**config.mk**
```make
export PLATFORM = sky130hd
export DESIGN_NAME = hysteresis_trigger_gate
export DESIGN_NICKNAME = d
export VERILOG_FILES = /design/src/hw/rtl/htg_pkg.sv /design/src/hw/rtl/hysteresis_trigger_gate.sv /design/src/hw/rtl/htg_regs.sv
export VERILOG_INCLUDE_DIRS = /design/src /design/src/hw/rtl
export SDC_FILE = /design/constraint.sdc
export NUM_CORES = 2
export LEC_CHECK = 0
export ABC_CLOCK_PERIOD_IN_PS = 9100
export CAP_MARGIN = 10
export CORE_MARGIN = 4
export CORE_UTILIZATION = 50
export CTS_BUF_LIST = sky130_fd_sc_hd__clkbuf_4 sky130_fd_sc_hd__clkbuf_8
export DETAILED_ROUTE_END_ITERATION = 8
export DONT_BUFFER_PORTS = 1
export SLEW_MARGIN = 20
export SYNTH_ARGS = -nofsm -noshare
export SYNTH_HDL_FRONTEND = slang
export SYNTH_SLANG_ARGS = --single-unit
```
**constraint.sdc**
```tcl
create_clock -name clk -period 9.1 [get_ports clk]
set_input_delay 1.82 -clock clk [delete_from_list [all_inputs] [get_ports clk]]
set_output_delay 1.82 -clock clk [all_outputs]
set_load 0.01 [all_outputs]
```
**src/hw/rtl/hysteresis_trigger_gate_macros.svh**
```systemverilog
// Assertion macros shared by the hysteresis trigger gate RTL.
`ifndef HYSTERESIS_TRIGGER_GATE_MACROS_SVH
`define HYSTERESIS_TRIGGER_GATE_MACROS_SVH

// Same-cycle implication, disabled during reset.
`define HTG_ASSERT_NOW(label, ante, cons, msg) \
  label: assert property (@(posedge clk) disable iff (rst) (ante) |-> (cons)) \
    else $error(msg);

// Next-cycle implication, disabled during reset.
`define HTG_ASSERT_NEXT(label, ante, cons, msg) \
  label: assert property (@(posedge clk) disable iff (rst) (ante) |=> (cons)) \
    else $error(msg);

`endif

```
**src/hw/rtl/htg_pkg.sv**
```systemverilog
// Shared types, register map and constants of the hysteresis trigger gate.
`default_nettype none
package htg_pkg;

  localparam int NUM_CLASSES_DEF = 32;
  localparam int ADDR_W          = 5;
  localparam int DATA_W          = 32;
  localparam int CLS_W           = 5;
  localparam int SCORE_W         = 16;
  localparam int TIME_W          = 32;
  localparam int DUR_W           = 16;
  localparam int IN_TDATA_W      = 56;
  localparam int OUT_TDATA_W     = 24;

  localparam logic [SCORE_W-1:0] HIGH_THR_RST = 16'd52429;
  localparam logic [SCORE_W-1:0] LOW_THR_RST  = 16'd19661;

  typedef enum logic [2:0] {
    REG_HIGH_THR    = 3'd0,
    REG_LOW_THR     = 3'd1,
    REG_HIGH_DWELL  = 3'd2,
    REG_LOW_DWELL   = 3'd3,
    REG_COOLDOWN    = 3'd4,
    REG_REPEAT_MODE = 3'd5,
    REG_REPEAT_INT  = 3'd6,
    REG_CLASS_MASK  = 3'd7
  } reg_idx_t;

  typedef struct packed {
    logic [SCORE_W-1:0] high_threshold;
    logic [SCORE_W-1:0] low_threshold;
    logic [DUR_W-1:0]   high_dwell_ms;
    logic [DUR_W-1:0]   low_dwell_ms;
    logic [DUR_W-1:0]   refire_gap_ms;
    logic               repeat_mode;
    logic [DUR_W-1:0]   repeat_interval_ms;
    logic [31:0]        class_enable_mask;
  } cfg_t;

endpackage
`default_nettype wire

```
**src/hw/rtl/hysteresis_trigger_gate.sv**
```systemverilog
// Top level of the hysteresis trigger gate: per-class Schmitt gates with dwell and cooldown.
//
// Usage:
//   Input stream (s_*): one beat per command. s_tuser is the function (0 score
//   sample, 1 clear all gates). s_tdata carries class, score and time stamp.
//   Output stream (m_*): one beat per score sample of an enabled, in-range
//   class; clear beats and samples of disabled classes produce no beat.
//   Configuration: APB port, register i at byte address 4*i, write only while idle.
// Path: a beat accepted into the input register is decided from there into the output
//   register, which drives m_tvalid.
// Throughput: one beat per cycle while m_tready does not stall the output; the per-class
//   state sits in flip-flops and is read and written by a single compare-and-subtract
//   pass between the input register and the output register.
// Reset: all gates idle, no holds, no fire history; registers take reset values.
// Stall: while m_tready is low the output register holds its beat and the
//   input register keeps one more; s_tready drops once both are full.
`default_nettype none
`include "hysteresis_trigger_gate_macros.svh"
module hysteresis_trigger_gate #(
  parameter int NUM_CLASSES = htg_pkg::NUM_CLASSES_DEF
) (
  input  wire logic                            clk,
  input  wire logic                            rst,
  // s_tdata: class_index[4:0], score[20:5], now_ms[52:21], zero pad
  input  wire logic [htg_pkg::IN_TDATA_W-1:0]  s_tdata,
  // s_tuser: func[0]
  input  wire logic                            s_tuser,
  input  wire logic                            s_tvalid,
  output logic                                 s_tready,
  // m_tdata: event_class[4:0], event_score[20:5], fired[21], armed[22], holding[23]
  output logic      [htg_pkg::OUT_TDATA_W-1:0] m_tdata,
  output logic                                 m_tvalid,
  input  wire logic                            m_tready,
  input  wire logic                            psel,
  input  wire logic                            penable,
  input  wire logic                            pwrite,
  input  wire logic [htg_pkg::ADDR_W-1:0]      paddr,
  input  wire logic [htg_pkg::DATA_W-1:0]      pwdata,
  output logic      [htg_pkg::DATA_W-1:0]      prdata,
  output logic                                 pready
);
  import htg_pkg::*;

  localparam int IDX_W = (NUM_CLASSES > 1) ? $clog2(NUM_CLASSES) : 1;

  cfg_t cfg;

  htg_regs u_regs (
    .clk     (clk),
    .rst     (rst),
    .psel    (psel),
    .penable (penable),
    .pwrite  (pwrite),
    .paddr   (paddr),
    .pwdata  (pwdata),
    .prdata  (prdata),
    .pready  (pready),
    .cfg     (cfg)
  );

  // input register
  logic               in_valid;
  logic               q_func;
  logic [CLS_W-1:0]   q_cls;
  logic [SCORE_W-1:0] q_score;
  logic [TIME_W-1:0]  q_now;

  // per-class state
  logic [NUM_CLASSES-1:0] gate_armed;
  logic [NUM_CLASSES-1:0] hold_running;
  logic [NUM_CLASSES-1:0] has_fired;
  logic [TIME_W-1:0]      hold_start_ms [NUM_CLASSES];
  logic [TIME_W-1:0]      last_fire_ms  [NUM_CLASSES];

  logic [IDX_W-1:0]  idx;
  logic              in_range;
  logic              live;
  logic              out_free;
  logic              advance;
  logic              armed_c;
  logic              hold_c;
  logic              hf_c;
  logic              hi;
  logic              lo;
  logic [DUR_W-1:0]  dwell;
  logic [TIME_W-1:0] hold_el;
  logic [TIME_W-1:0] fire_el;
  logic              hold_done;
  logic              cool_ok;
  logic              rep_ok;
  logic              armed_next;
  logic              hold_next;
  logic              set_start;
  logic              fire;

  assign idx      = IDX_W'(q_cls);
  assign in_range = (32'(q_cls) < NUM_CLASSES);
  assign live     = !q_func && in_range && cfg.class_enable_mask[q_cls];
  assign out_free = !m_tvalid || m_tready;
  assign advance  = in_valid && (!live || out_free);
  assign s_tready = !in_valid || advance;

  assign armed_c = gate_armed[idx];
  assign hold_c  = hold_running[idx];
  assign hf_c    = has_fired[idx];
  assign hi      = (q_score >= cfg.high_threshold);
  assign lo      = (q_score <= cfg.low_threshold);
  assign dwell   = armed_c ? cfg.low_dwell_ms : cfg.high_dwell_ms;
  assign hold_el = q_now - hold_start_ms[idx];
  assign fire_el = q_now - last_fire_ms[idx];

  assign hold_done = (hold_el >= TIME_W'(dwell));
  assign cool_ok   = (cfg.refire_gap_ms == '0) || !hf_c ||
                     (fire_el >= TIME_W'(cfg.refire_gap_ms));
  assign rep_ok    = cfg.repeat_mode && (cfg.repeat_interval_ms != '0) && hf_c &&
                     (fire_el >= TIME_W'(cfg.repeat_interval_ms));

  always_comb begin
    armed_next = armed_c;
    hold_next  = hold_c;
    set_start  = 1'b0;
    fire       = 1'b0;
    if (!armed_c) begin
      if (hi) begin
        if (!hold_c) begin
          hold_next = 1'b1;
          set_start = 1'b1;
        end else if (hold_done) begin
          fire       = cool_ok;
          armed_next = 1'b1;
          hold_next  = 1'b0;
        end
      end else begin
        hold_next = 1'b0;
      end
    end else begin
      if (hi) begin
        hold_next = 1'b0;
        fire      = rep_ok;
      end else if (lo) begin
        if (!hold_c) begin
          hold_next = 1'b1;
          set_start = 1'b1;
        end else if (hold_done) begin
          armed_next = 1'b0;
          hold_next  = 1'b0;
        end
      end else begin
        hold_next = 1'b0;
      end
    end
  end

  always_ff @(posedge clk) begin
    if (rst) begin
      in_valid <= 1'b0;
    end else if (s_tvalid && s_tready) begin
      in_valid <= 1'b1;
    end else if (advance) begin
      in_valid <= 1'b0;
    end
  end

  always_ff @(posedge clk) begin
    if (s_tvalid && s_tready) begin
      q_func  <= s_tuser;
      q_cls   <= s_tdata[4:0];
      q_score <= s_tdata[20:5];
      q_now   <= s_tdata[52:21];
    end
  end

  always_ff @(posedge clk) begin
    if (rst) begin
      gate_armed   <= '0;
      hold_running <= '0;
      has_fired    <= '0;
    end else if (advance && q_func) begin
      gate_armed   <= '0;
      hold_running <= '0;
    end else if (advance && live) begin
      gate_armed[idx]   <= armed_next;
      hold_running[idx] <= hold_next;
      if (fire) begin
        has_fired[idx] <= 1'b1;
      end
    end
  end

  always_ff @(posedge clk) begin
    if (advance && live && set_start) begin
      hold_start_ms[idx] <= q_now;
    end
    if (advance && live && fire) begin
      last_fire_ms[idx] <= q_now;
    end
  end

  always_ff @(posedge clk) begin
    if (rst) begin
      m_tvalid <= 1'b0;
    end else if (advance && live) begin
      m_tvalid <= 1'b1;
    end else if (m_tready) begin
      m_tvalid <= 1'b0;
    end
  end

  always_ff @(posedge clk) begin
    if (advance && live) begin
      m_tdata <= {hold_next, armed_next, fire, q_score, q_cls};
    end
  end

  `HTG_ASSERT_NOW(a_fire_armed, m_tvalid, !m_tdata[21] || m_tdata[22], "fire without armed gate")
  `HTG_ASSERT_NEXT(a_clear_all, advance && q_func, (gate_armed == '0) && (hold_running == '0), "clear left gate state")
  `HTG_ASSERT_NEXT(a_keep_item, in_valid && !advance, in_valid, "pending beat lost")
  `HTG_ASSERT_NEXT(a_state_hold, !advance, $stable(gate_armed) && $stable(hold_running), "gate state moved without beat")

endmodule
`default_nettype wire

```
**src/hw/rtl/htg_regs.sv**
```systemverilog
// APB configuration register file of the hysteresis trigger gate.
`default_nettype none
module htg_regs (
  input  wire logic                       clk,
  input  wire logic                       rst,
  input  wire logic                       psel,
  input  wire logic                       penable,
  input  wire logic                       pwrite,
  input  wire logic [htg_pkg::ADDR_W-1:0] paddr,
  input  wire logic [htg_pkg::DATA_W-1:0] pwdata,
  output logic      [htg_pkg::DATA_W-1:0] prdata,
  output logic                            pready,
  output htg_pkg::cfg_t                   cfg
);
  import htg_pkg::*;

  reg_idx_t idx;
  logic     wr_en;

  assign idx    = reg_idx_t'(paddr[4:2]);
  assign wr_en  = psel && penable && pwrite && pready;
  assign pready = 1'b1;

  always_ff @(posedge clk) begin
    if (rst) begin
      cfg.high_threshold     <= HIGH_THR_RST;
      cfg.low_threshold      <= LOW_THR_RST;
      cfg.high_dwell_ms      <= '0;
      cfg.low_dwell_ms       <= '0;
      cfg.refire_gap_ms      <= '0;
      cfg.repeat_mode        <= 1'b0;
      cfg.repeat_interval_ms <= '0;
      cfg.class_enable_mask  <= '0;
    end else if (wr_en) begin
      case (idx)
        REG_HIGH_THR:    cfg.high_threshold     <= pwdata[SCORE_W-1:0];
        REG_LOW_THR:     cfg.low_threshold      <= pwdata[SCORE_W-1:0];
        REG_HIGH_DWELL:  cfg.high_dwell_ms      <= pwdata[DUR_W-1:0];
        REG_LOW_DWELL:   cfg.low_dwell_ms       <= pwdata[DUR_W-1:0];
        REG_COOLDOWN:    cfg.refire_gap_ms      <= pwdata[DUR_W-1:0];
        REG_REPEAT_MODE: cfg.repeat_mode        <= pwdata[0];
        REG_REPEAT_INT:  cfg.repeat_interval_ms <= pwdata[DUR_W-1:0];
        REG_CLASS_MASK:  cfg.class_enable_mask  <= pwdata[31:0];
        default: ;
      endcase
    end
  end

  always_comb begin
    prdata = '0;
    case (idx)
      REG_HIGH_THR:    prdata = DATA_W'(cfg.high_threshold);
      REG_LOW_THR:     prdata = DATA_W'(cfg.low_threshold);
      REG_HIGH_DWELL:  prdata = DATA_W'(cfg.high_dwell_ms);
      REG_LOW_DWELL:   prdata = DATA_W'(cfg.low_dwell_ms);
      REG_COOLDOWN:    prdata = DATA_W'(cfg.refire_gap_ms);
      REG_REPEAT_MODE: prdata = DATA_W'(cfg.repeat_mode);
      REG_REPEAT_INT:  prdata = DATA_W'(cfg.repeat_interval_ms);
      REG_CLASS_MASK:  prdata = DATA_W'(cfg.class_enable_mask);
      default:         prdata = '0;
    endcase
  end

endmodule
`default_nettype wire
```
==> impl_metrics.yaml <==
routing:
  drcViolationCount: 0
  finalWirelength_um: 264000
  vias: 52000
  post_drt_wl_per_cell_um: 32.0
  vias_per_cell: 6.30
  ant_nets: 0
  drt_pass1_iterations: 5
  drt-initial-drc-count: 6255
power_and_ir_drop:
  cellPowerDensity_mw_per_mm2: 221
  power.leakage_nw: 34.6
  max-vdd-ir-drop_uv: 186
critical_path:
  cp_max_fo: 37
  end_kind: "flop"
  start_kind: "flop"
  required_ns: 9.86
  worstSetupPathType: "flop to flop"
  critPathArrivalTime_ns: 8.94
worst_hold_path:
  hold_path.class: "flop to flop"
global_routing:
  overflow: 0
  grt_pass1_vias: 51500
  grt_max_degree: 165
  antenna_found_initial: 6
  grt_pass1_wl_um: 379000
  grt_usage_pct: 26.7
synthesis:
  yosys-top-cells-area: "edfxtp_1 67%, mux4_2 16%, dfxtp_1 4.8%"
  synthFlopType: "edfxtp_1"
  syn-instance-count: 5130
  synth.yosys.seq_area_share_pct: 71.4
  syn-num-nets: 5377
  synth_top_area_share_pct: 66.5
  ys_types: 79
  syn_area_mm2: 0.0959
  yosysWarnings: 0
  synth_edf_count: 2126
  avgSynthCellArea_um2: 18.7
  yosys.area.top_type: "edfxtp_1"
  ys_ff_latch: 2358
  async_reset_ff_share_pct: 0
floorplan:
  die-area_mm2: 0.199
  die_w_um: 446
  io_pins: 160
  rows: 160
  core-area_mm2: 0.190
  die_h_um: 446
  start_util_pct: 50.4
timing:
  period_minus_slack_ns: 8.18
  worstMarginPinSlew_ns: 1.10
  max_slew_margin_pct: 26.6
  setup_viol: 0
  setup_ws_ns: 0.920
  finalSetupTns_ns: 0
  rsz0062_at_grt: "false"
  finalCritPeriodShare_pct: 89.9
  drv_slew: 0
  fmax_ghz: 0.122
  fin_skew_ns: 0.0720
  hold_viol: 0
layout:
  final_common_cell: "edfxtp_1"
  drive_gt1_share_pct: 27.4
  final_nets: 5700
  final_cell_mix: "2126 x edfxtp_1, 665 x mux4_2, 410 x clkbuf_8"
  fill_cells: 14400
  area_growth_syn_to_layout_pct: 12.7
  fin_util_pct: 56.8
clock_network:
  cts_tree: "built"
  clk_latency_ns: 1.09
  cts-htree-levels: 5
  root_buffer: "clkbuf_8"
  cts.reportedPaths.clkPinSlew_ns: 0.06
  clock_sinks: 2358
  cts_setup_buffers: 0
  cts_resized: 0
  cts_hold_buf: 0
  clockBufferDepth: 4
  cts-buffers-inserted: 391
placement:
  portBuffers: 0
  hpwlAfterDp_um: 148000
  gp_congestion: 0.909
  post-place-ws_ns: 1.12
run:
  drv_cap: 0
status:
  status: "finished, final reports clean"
==> path summary, 6_finish.rpt <==
kind / startpoint / endpoint / cells after the start / slack (ns)
worst min-delay path: has_fired[19] / has_fired[19] / 2 / 0.45
worst max-delay path: flop / last_fire_ms[4][3] / 20 / 0.92
worst min register to register: has_fired[19] / has_fired[19] / 2 / 0.45
worst max register to register: flop / last_fire_ms[4][3] / 20 / 0.92
==> kinds of logic (layout without fill, tap and decap cells) <==
logic type      Yosys count  in the layout  synth area share (%)
flops                  2358           2358                  71.4
mux                     789            789                  16.9
simple gates            784            784                  3.69
compound gates          619            619                  4.12
buf+inv                 391           1004                  1.59
fa+ha+maj               146            146                  1.92
xor+xnor                 42             42                 0.383
other cells               1              2               0.00391
==> report_power, final <==
part           total, W  internal (W)  switching (W)
Combinational   0.00273       0.00110        0.00163
Clock           0.00916       0.00506        0.00410
Sequential       0.0120        0.0119      0.0000707
==> cells in the mapped netlist (8+ instances only) <==
cell type	instances
buf_1	59
xor2_1	19
a21oi_1	209
o32ai_1	31
a21o_1	44
clkbuf_1	203
edfxtp_1	2126
a211oi_1	8
a211o_1	21
mux2i_1	118
and2_1	19
dfxtp_1	232
o211ai_1	18
or3_1	8
o21a_1	21
nand2b_1	17
nand4_1	36
mux4_2	665
o21bai_1	11
a22oi_1	16
a221oi_1	9
o21ai_0	141
nor4_1	16
nor2_1	152
nor3_1	23
xnor2_1	23
nand3_1	97
inv_1	116
a31oi_1	10
nand2_1	355
ha_1	144
and3_1	13
nor2b_1	16
==> through the flow <==
step | hold WS, ns | cells | area, µm² | power (W)
floorplan | 0.424 | 5130 | 95900 | 0.0140
global placement | 0.438 | 7570 | 101000 | 0.0149
detailed placement | 0.444 | 7570 | 101000 | 0.0149
CTS | 0.452 | 8253 | 108000 | 0.0240
global route | 0.474 | 8255 | 108000 | 0.0248
finish | 0.453 | 8255 | 108000 | 0.0239
==> state kept, by name, indices dropped and copies added (netlist names), named ones only <==
register,count
last_fire_ms,1024
q_func,1
u_regs.cfg,129
hold_running,32
q_now,32
idx,5
has_fired,32
hold_start_ms,1024
m_tvalid,1
gate_armed,32
q_score,16
in_valid,1
m_tdata,24
==> area by class of cell <==
class | instances | area [µm²] | share of cell area [%]
flip-flops and latches | 2358 | 68500 | 63.4
multi-input cells | 2381 | 26500 | 24.5
clock buffers | 545 | 6660 | 6.16
well taps | 2511 | 3140 | 2.91
repair buffers | 203 | 1970 | 1.82
clock inverters | 138 | 925 | 0.855
inverters | 118 | 450 | 0.417
diodes | 1 | 2.50 | 0.00231
==> metal layers <==
metal | vias up | wire length (µm) | global-route usage [%]
met5 | - | 0 | 0
met3 | 426 | 22000 | 4.71
li1 | 21600 | - | -
met4 | 0 | 7270 | 8.07
met2 | 2341 | 122000 | 40.8
met1 | 27600 | 113000 | 39.9
==> worst max-delay path, cell delays in order (launching register included) <==
cell       delay, ns
dfxtp_4         0.60
buf_12          0.31
buf_4           0.44
mux4_2          0.38
mux4_2          0.48
mux2i_1         0.54
ha_1            0.47
a21oi_1         0.40
nand2_1         0.10
a221oi_1        0.37
nand2_1         0.25
xor2_1          0.59
ha_1            0.37
nor2b_1         0.13
o21ai_0         0.16
o2111ai_1       0.16
or4b_4          0.56
a31oi_4         0.49
buf_4           0.56
nor2_4          0.18
buf_12          0.22
(Power assumes the default switching activity.)
